## config.mk

```make
export PLATFORM = sky130hd
export DESIGN_NAME = integer_to_radix_digits
export DESIGN_NICKNAME = d
export VERILOG_FILES = /design/src/hdl/itrd_pkg.sv /design/src/hdl/itrd_ram.sv /design/src/hdl/itrd_divider.sv /design/src/hdl/integer_to_radix_digits.sv
export SDC_FILE = /design/constraint.sdc
export NUM_CORES = 1
export LEC_CHECK = 0
export ABC_AREA = 1
export BUFFER_PORTS_ARGS = -buffer_cell sky130_fd_sc_hd__buf_2
export CORE_MARGIN = 5
export CORE_UTILIZATION = 55
export DETAILED_ROUTE_END_ITERATION = 7
export MAX_ROUTING_LAYER = met4
export PLACE_DENSITY = 0.81
export SLEW_MARGIN = 20
export SYNTH_ARGS = -nofsm -noshare
export SYNTH_HDL_FRONTEND = slang
export SYNTH_SLANG_ARGS = --single-unit
```

## constraint.sdc

```tcl
create_clock -name clk -period 3.3 [get_ports clk]
set_input_delay 0.33 -clock clk [delete_from_list [all_inputs] [get_ports clk]]
set_output_delay 0.33 -clock clk [all_outputs]
set_load 0.02 [all_outputs]
```

## src/hdl/itrd_pkg.sv

```systemverilog
`timescale 1ns / 1ps
// ----------------------------------------------------------------------------
// itrd_pkg: shared definitions for the radix digit converter
// Constants, the digit-to-ASCII mapping and the divider control structs.
// ----------------------------------------------------------------------------
package itrd_pkg;

  localparam int VALUE_WIDTH_DEF = 32;
  localparam int MAX_DIGITS_DEF  = 32;

  localparam int RADIX_W = 5;
  localparam int DIGIT_W = 4;
  localparam int CHAR_W  = 7;

  localparam logic [RADIX_W-1:0] RADIX_MIN   = 5'd2;
  localparam logic [RADIX_W-1:0] RADIX_MAX   = 5'd16;
  localparam logic [RADIX_W-1:0] RADIX_RESET = 5'd10;
  localparam logic [DIGIT_W-1:0] DIGIT_MAX   = 4'd9;

  localparam logic [CHAR_W-1:0] CHAR_ZERO   = 7'd48;
  localparam logic [CHAR_W-1:0] CHAR_LETTER = 7'd55;  // 'A' minus ten

  typedef struct packed {
    logic start;
  } div_ctrl_t;

  typedef struct packed {
    logic busy;
    logic done;
  } div_stat_t;

  function automatic logic [CHAR_W-1:0] to_ascii(input logic [DIGIT_W-1:0] d);
    logic [CHAR_W-1:0] ext;
    ext = {{(CHAR_W-DIGIT_W){1'b0}}, d};
    if (d > DIGIT_MAX) begin
      return ext + CHAR_LETTER;
    end
    return ext + CHAR_ZERO;
  endfunction

endpackage

```

## src/hdl/itrd_ram.sv

```systemverilog
`timescale 1ns / 1ps
// ----------------------------------------------------------------------------
// itrd_ram: generic single-write, single-read RAM
// One write port and one read port with registered read data.
// ----------------------------------------------------------------------------
module itrd_ram #(
  parameter int WIDTH = 4,
  parameter int DEPTH = 32
) (
  input  logic                     clk,
  input  logic                     we,
  input  logic [$clog2(DEPTH)-1:0] waddr,
  input  logic [WIDTH-1:0]         wdata,
  input  logic                     re,
  input  logic [$clog2(DEPTH)-1:0] raddr,
  output logic [WIDTH-1:0]         rdata
);

  logic [WIDTH-1:0] mem [DEPTH];

  always_ff @(posedge clk) begin
    if (we) begin
      mem[waddr] <= wdata;
    end
    if (re) begin
      rdata <= mem[raddr];
    end
  end

endmodule

```

## src/hdl/itrd_divider.sv

```systemverilog
`timescale 1ns / 1ps
// ----------------------------------------------------------------------------
// itrd_divider: bit-serial restoring divider by a small radix
// Shifts the dividend through one bit per cycle against a 4-bit partial
// remainder, giving the quotient and remainder when done is raised.
// ----------------------------------------------------------------------------
module itrd_divider #(
  parameter int VALUE_WIDTH = itrd_pkg::VALUE_WIDTH_DEF
) (
  input  logic                         clk,
  input  logic                         rst,
  input  itrd_pkg::div_ctrl_t          ctrl,
  input  logic [VALUE_WIDTH-1:0]       dividend,
  input  logic [itrd_pkg::RADIX_W-1:0] divisor,
  output itrd_pkg::div_stat_t          stat,
  output logic [VALUE_WIDTH-1:0]       quotient,
  output logic [itrd_pkg::DIGIT_W-1:0] remainder
);
  import itrd_pkg::*;

  localparam int CW = $clog2(VALUE_WIDTH + 1);

  logic [CW-1:0]      cnt;
  logic [RADIX_W-1:0] trial;
  logic [RADIX_W-1:0] diff;
  logic               fits;

  // Bring down the next dividend bit and try the subtraction.
  assign trial = {remainder, quotient[VALUE_WIDTH-1]};
  assign fits  = (trial >= divisor);
  assign diff  = trial - divisor;

  always_ff @(posedge clk) begin
    if (rst) begin
      stat <= '0;
      cnt  <= '0;
    end else begin
      stat.done <= 1'b0;
      if (ctrl.start) begin
        stat.busy <= 1'b1;
        cnt       <= CW'(VALUE_WIDTH);
        quotient  <= dividend;
        remainder <= '0;
      end else if (stat.busy) begin
        quotient  <= {quotient[VALUE_WIDTH-2:0], fits};
        remainder <= fits ? diff[DIGIT_W-1:0] : trial[DIGIT_W-1:0];
        cnt       <= cnt - 1'b1;
        if (cnt == CW'(1)) begin
          stat.busy <= 1'b0;
          stat.done <= 1'b1;
        end
      end
    end
  end

endmodule

```

## src/hdl/integer_to_radix_digits.sv

```systemverilog
`timescale 1ns / 1ps
// ----------------------------------------------------------------------------
// integer_to_radix_digits: unsigned integer to ASCII digits in radix 2..16
// Converts one value per run and emits its digits most significant first.
// ----------------------------------------------------------------------------
// Each accepted word is divided by the radix again and again until the
// quotient reaches zero (or MAX_DIGITS digits have been produced), and every
// remainder is pushed onto a small stack RAM. The stack is then popped, so
// the digits leave most significant first as ASCII '0'-'9' and 'A'-'F', one
// output word per digit, with last_digit set on the least significant one.
// A zero value gives the single digit '0'. Radix register values below two
// act as two and values above sixteen act as sixteen; the radix in force is
// sampled when a value is accepted. For each digit the bit-serial divider is
// started, shifts in every dividend bit and hands its remainder over to be
// pushed onto the stack. Each digit is then read from the stack, lands in the
// output register and waits there until the consumer takes it, so popping
// slows down whenever the consumer stalls. A new value is taken as soon as
// the last digit of the previous run sits in the output register, even if
// it has not been taken.
// ----------------------------------------------------------------------------
module integer_to_radix_digits #(
  parameter int VALUE_WIDTH = itrd_pkg::VALUE_WIDTH_DEF,
  parameter int MAX_DIGITS  = itrd_pkg::MAX_DIGITS_DEF
) (
  input  logic                         clk,
  input  logic                         rst,
  // configuration: radix register
  input  logic                         cfg_we,
  input  logic [itrd_pkg::RADIX_W-1:0] cfg_data,
  // input words
  input  logic                         in_valid,
  output logic                         in_ready,
  input  logic [VALUE_WIDTH-1:0]       value,
  // output words
  output logic                         out_valid,
  input  logic                         out_ready,
  output logic [itrd_pkg::CHAR_W-1:0]  digit_char,
  output logic                         last_digit
);
  import itrd_pkg::*;

  localparam int AW = $clog2(MAX_DIGITS);
  localparam int CW = $clog2(MAX_DIGITS + 1);

  localparam logic [2:0] ST_IDLE      = 3'd0;
  localparam logic [2:0] ST_DIV_START = 3'd1;
  localparam logic [2:0] ST_DIV_WAIT  = 3'd2;
  localparam logic [2:0] ST_READ      = 3'd3;
  localparam logic [2:0] ST_LAND      = 3'd4;

  logic [2:0]             state;
  logic [RADIX_W-1:0]     radix;
  logic [RADIX_W-1:0]     run_radix;
  logic [RADIX_W-1:0]     eff_radix;
  logic [VALUE_WIDTH-1:0] working_quotient;
  logic [CW-1:0]          stack_count;
  logic [CW-1:0]          count_inc;
  logic                   last_pend;

  div_ctrl_t              div_ctrl;
  div_stat_t              div_stat;
  logic [VALUE_WIDTH-1:0] div_quot;
  logic [DIGIT_W-1:0]     div_rem;

  logic                   push;
  logic                   pop;
  logic [AW-1:0]          pop_addr;
  logic [DIGIT_W-1:0]     pop_data;

  // Out-of-range radix settings are clamped to the nearest legal base.
  always_comb begin
    if (radix < RADIX_MIN) begin
      eff_radix = RADIX_MIN;
    end else if (radix > RADIX_MAX) begin
      eff_radix = RADIX_MAX;
    end else begin
      eff_radix = radix;
    end
  end

  assign in_ready       = (state == ST_IDLE);
  assign div_ctrl.start = (state == ST_DIV_START);
  assign count_inc      = stack_count + 1'b1;
  assign push           = (state == ST_DIV_WAIT) && div_stat.done;
  // A pop is issued only when the output register is free, so the word that
  // lands next cycle never overwrites one that is still waiting.
  assign pop            = (state == ST_READ) && !out_valid;
  assign pop_addr       = AW'(stack_count - 1'b1);

  always_ff @(posedge clk) begin
    if (rst) begin
      radix <= RADIX_RESET;
    end else if (cfg_we) begin
      radix <= cfg_data;
    end
  end

  always_ff @(posedge clk) begin
    if (rst) begin
      state            <= ST_IDLE;
      stack_count      <= '0;
      working_quotient <= '0;
      out_valid        <= 1'b0;
    end else begin
      if (out_valid && out_ready) begin
        out_valid <= 1'b0;
      end
      case (state)
        ST_IDLE: begin
          if (in_valid) begin
            working_quotient <= value;
            run_radix        <= eff_radix;
            stack_count      <= '0;
            state            <= ST_DIV_START;
          end
        end
        ST_DIV_START: begin
          state <= ST_DIV_WAIT;
        end
        ST_DIV_WAIT: begin
          if (div_stat.done) begin
            working_quotient <= div_quot;
            stack_count      <= count_inc;
            // Stop on a zero quotient, or when the stack is full and the
            // more significant digits have to be dropped.
            if (div_quot == '0 || count_inc == CW'(MAX_DIGITS)) begin
              state <= ST_READ;
            end else begin
              state <= ST_DIV_START;
            end
          end
        end
        ST_READ: begin
          if (!out_valid) begin
            stack_count <= stack_count - 1'b1;
            last_pend   <= (stack_count == CW'(1));
            state       <= ST_LAND;
          end
        end
        ST_LAND: begin
          digit_char <= to_ascii(pop_data);
          last_digit <= last_pend;
          out_valid  <= 1'b1;
          state      <= last_pend ? ST_IDLE : ST_READ;
        end
        default: begin
          state <= ST_IDLE;
        end
      endcase
    end
  end

  itrd_divider #(
    .VALUE_WIDTH(VALUE_WIDTH)
  ) u_divider (
    .clk      (clk),
    .rst      (rst),
    .ctrl     (div_ctrl),
    .dividend (working_quotient),
    .divisor  (run_radix),
    .stat     (div_stat),
    .quotient (div_quot),
    .remainder(div_rem)
  );

  itrd_ram #(
    .WIDTH(DIGIT_W),
    .DEPTH(MAX_DIGITS)
  ) u_stack (
    .clk  (clk),
    .we   (push),
    .waddr(stack_count[AW-1:0]),
    .wdata(div_rem),
    .re   (pop),
    .raddr(pop_addr),
    .rdata(pop_data)
  );

endmodule

```

==> run summary <==
Synth Area in XOR/XNOR: 0.00765
fmax: 429 MHz
Diodes inserted: 0
Synth Area in Simple Gates: 0.142
Seq/Total Area, Yosys: 0.637
root buffer cell: clkbuf_16
Yosys top cell by area: edfxtp_1
FF-to-FF Start: state[2]
Post-synth EDFFs: 182
PortBufs: 51
outcome: completed
dominant combinational cell family by area after synthesis: simple AND/OR/NAND/NOR gates
Pwr Total: 8180 uW
grt total ovfl: 0
Detailed Routing Iterations Pass 1: 7
via count: 7,435
RePlAce Congestion: 0.874
die width: 147 um
Syn Area/Cell: 10.6 sq um
Core ar.: 18,600 sq um
fill count: 1,395
Post-CTS Setup Repair Bufs: 0
layout cell share with drive strength beyond 1: 0.142
final instance area: 11,600 sq um
Main synth FF type: edfxtp_1
synth warn: 0
largest net degree at the start of global routing: 69
final setup vio count: 0
final setup TNS: 0 ns
Max clock buf depth: 3
netlist area before placement: 10,300 sq um
Avg Vias per Cell: 5.87
compound-gate portion of the synthesized area: 0.119
max_slew headroom: 0.306
CTS Hold Buffers Added: 0
Syn Inst Count: 973
drt total wl: 22,800 um
post-synth cell types: 38
CTS tree: built
post-cts resize count: 0
Adder-Cell Fraction of Synth Area: 0.0177
crit-path cells: inv_2, nand2_1, nor2_2, nand2_1, inv_1, nand2_1, nor4_1
mux cell area share after synthesis: 0.0328
Reg clk slew, reported paths: 0.06 ns
Max Cap Viol: 0
Clock Skew: 0.00848 ns
max incr delay on CP: 0.72 ns
cell row count: 50
Final HPWL DP: 14,400 um
PD cells: 707 nW/um^2
DR WL/cell: 18.0 um
Hold Startpoint: cfg_data[1]
CP dominant cell by count: nand2_1
pre-CTS setup slack: 1.05 ns
crit start category: flip-flop
IO Pins: 52
Worst EP required: 3.45 ns
Pleak: 0.00420 uW
part of the cycle the worst path needs: 0.707
hold endpoint: radix[1]
crit path time final: 2.33 ns
DRT antenna net count: 0
synthesis-to-layout area growth: 12.2%
reg-to-reg endpoint: u_stack.mem[19][1]
Hold Path Class: in2reg
clock sink total: 237
DRC violations left: 0
starting density of the core: 0.555
crit path max fanout: 7
Least-Margin Pin Slew: 1.04 ns
dominant cells by area after synthesis: edfxtp_1, dfxtp_1, nor2_1
CTS buffer count: 24
Hold Crit Depth: 3
Async SR Flop Fraction: 0
Peak VDD IR: 0.458 mV
crit path DAT: 2.48 ns
CP endpoint kind: flip-flop
Die H: 147 um
top-area cell type share of the netlist area: 0.530
final hold vios: 0
H-Tree Depth: 1
worst r2r path cells: 7
Iter 0 DRT Violations: 789
Syn Nets: 1,029
Area after DPL: 10,800 sq um
WS Path Type: reg2reg
first-pass GRT wire length: 36,700 um
CP max stage cell: nor4_1
vias in the first global route: 7,289
RSZ-0062 raised after global routing: false
Total GRT Usage: 0.214
Final Worst Setup Slack: 0.968 ns
initial antenna violation count: 0
die area: 21,600 sq um
r2r setup slk: 0.97 ns
Worst-Skew Late Latency: 0.52 ns
Final Net Count: 1,071
max-slew violations: 0
register bit total from synthesis: 237
## where the power goes
group | switching [uW] | leakage, uW | internal [uW]
logic | 1110 | 0.00170 | 584
registers | 140 | 0.00211 | 3540
clock network | 1110 | 0.000392 | 1690
## cell type report
| type | instances | area (sq um) | area share |
|---|---|---|---|
| inverter | 56 | 210 | 0.0182 |
| sequential | 237 | 6570 | 0.568 |
| timing repair buffer | 66 | 368 | 0.0318 |
| multi-input combinational | 630 | 3310 | 0.287 |
| tap | 234 | 293 | 0.0253 |
| clock buffer | 30 | 644 | 0.0557 |
| clock inverter | 14 | 165 | 0.0143 |
## worst max-delay path: cells and delay by family, from the launching register on
family                 cells  cell delay, ns
and+or+nand+nor            5            1.42
DFF                        1            0.31
buffers and inverters      2            0.25
## sequential cells by signal, summed over array words and instances, names as in the netlist
signal / count
u_stack.mem: 128
u_divider.quotient: 32
working_quotient: 32
digit_char: 7
stack_count: 6
u_divider.cnt: 6
radix: 5
run_radix: 5
u_divider.remainder: 4
u_stack.rdata: 4
state: 3
u_divider.stat: 2
last_digit: 1
last_pend: 1
out_valid: 1
## cells by family after synthesis
| family | count (synthesis) |
|---|---|
| and+or+nand+nor | 361 |
| DFF | 237 |
| AOI/OAI and AO/OA | 219 |
| buffers and inverters | 106 |
| muxes | 30 |
| adders and majority gates | 14 |
| xor gates and xnor gates | 6 |
## synthesized netlist by cell type (7+ instances only)
library cell    n
a31oi_1        32
o21ai_0       110
buf_2          23
edfxtp_1      182
inv_2           7
nand3_1        42
ha_1           13
nand2_1       117
inv_1          49
mux2_2         30
dfxtp_1        55
o211ai_1       32
a21oi_1        29
o21ai_1        10
clkbuf_1       21
nor2_1        180
## placed cells by master, fill, tap and decap left out, types with 13 or more instances in the layout
cell type / n
dfxtp_1: 54
edfxtp_1: 182
o21ai_0: 110
buf_4: 15
mux2_2: 30
ha_1: 13
inv_1: 49
nand2_1: 116
a31oi_1: 32
clkbuf_16: 25
buf_2: 51
nand3_1: 41
a21oi_1: 28
nor2_1: 179
o211ai_1: 32
## worst max path at each step
stage	start	endpoint	slack (ns)	cells after the start
5_1_grt	state[2]	u_stack.mem[19][1]	0.86	7
4_1_cts	state[2]	u_stack.mem[19][2]	1.02	7
2_1_floorplan	state[0]	u_divider.quotient[0]	0.33	3
3_3_place_gp	state[2]	u_stack.mem[19][2]	1.08	7
3_5_place_dp	state[2]	u_stack.mem[19][2]	1.05	7
6_report	state[2]	u_stack.mem[19][1]	0.97	7
## routing by layer
metal  GRT usage  wire length, um  up-vias
met2       0.348            11000      352
met3      0.0287             1790       69
met4      0.0691              726        0
met5           -                0        -
li1            -                -     3504
met1       0.282             9250     3510
## per-stage QoR
stage                util  hold WS [ns]  std cells
global route        0.622        0.0252       1267
detailed placement  0.579         0.455       1223
global placement    0.579         0.448       1223
finish              0.622        0.0228       1267
floorplan               -         0.430        973
CTS                 0.622        0.0184       1267
Power figures use the tool's default switching activity.
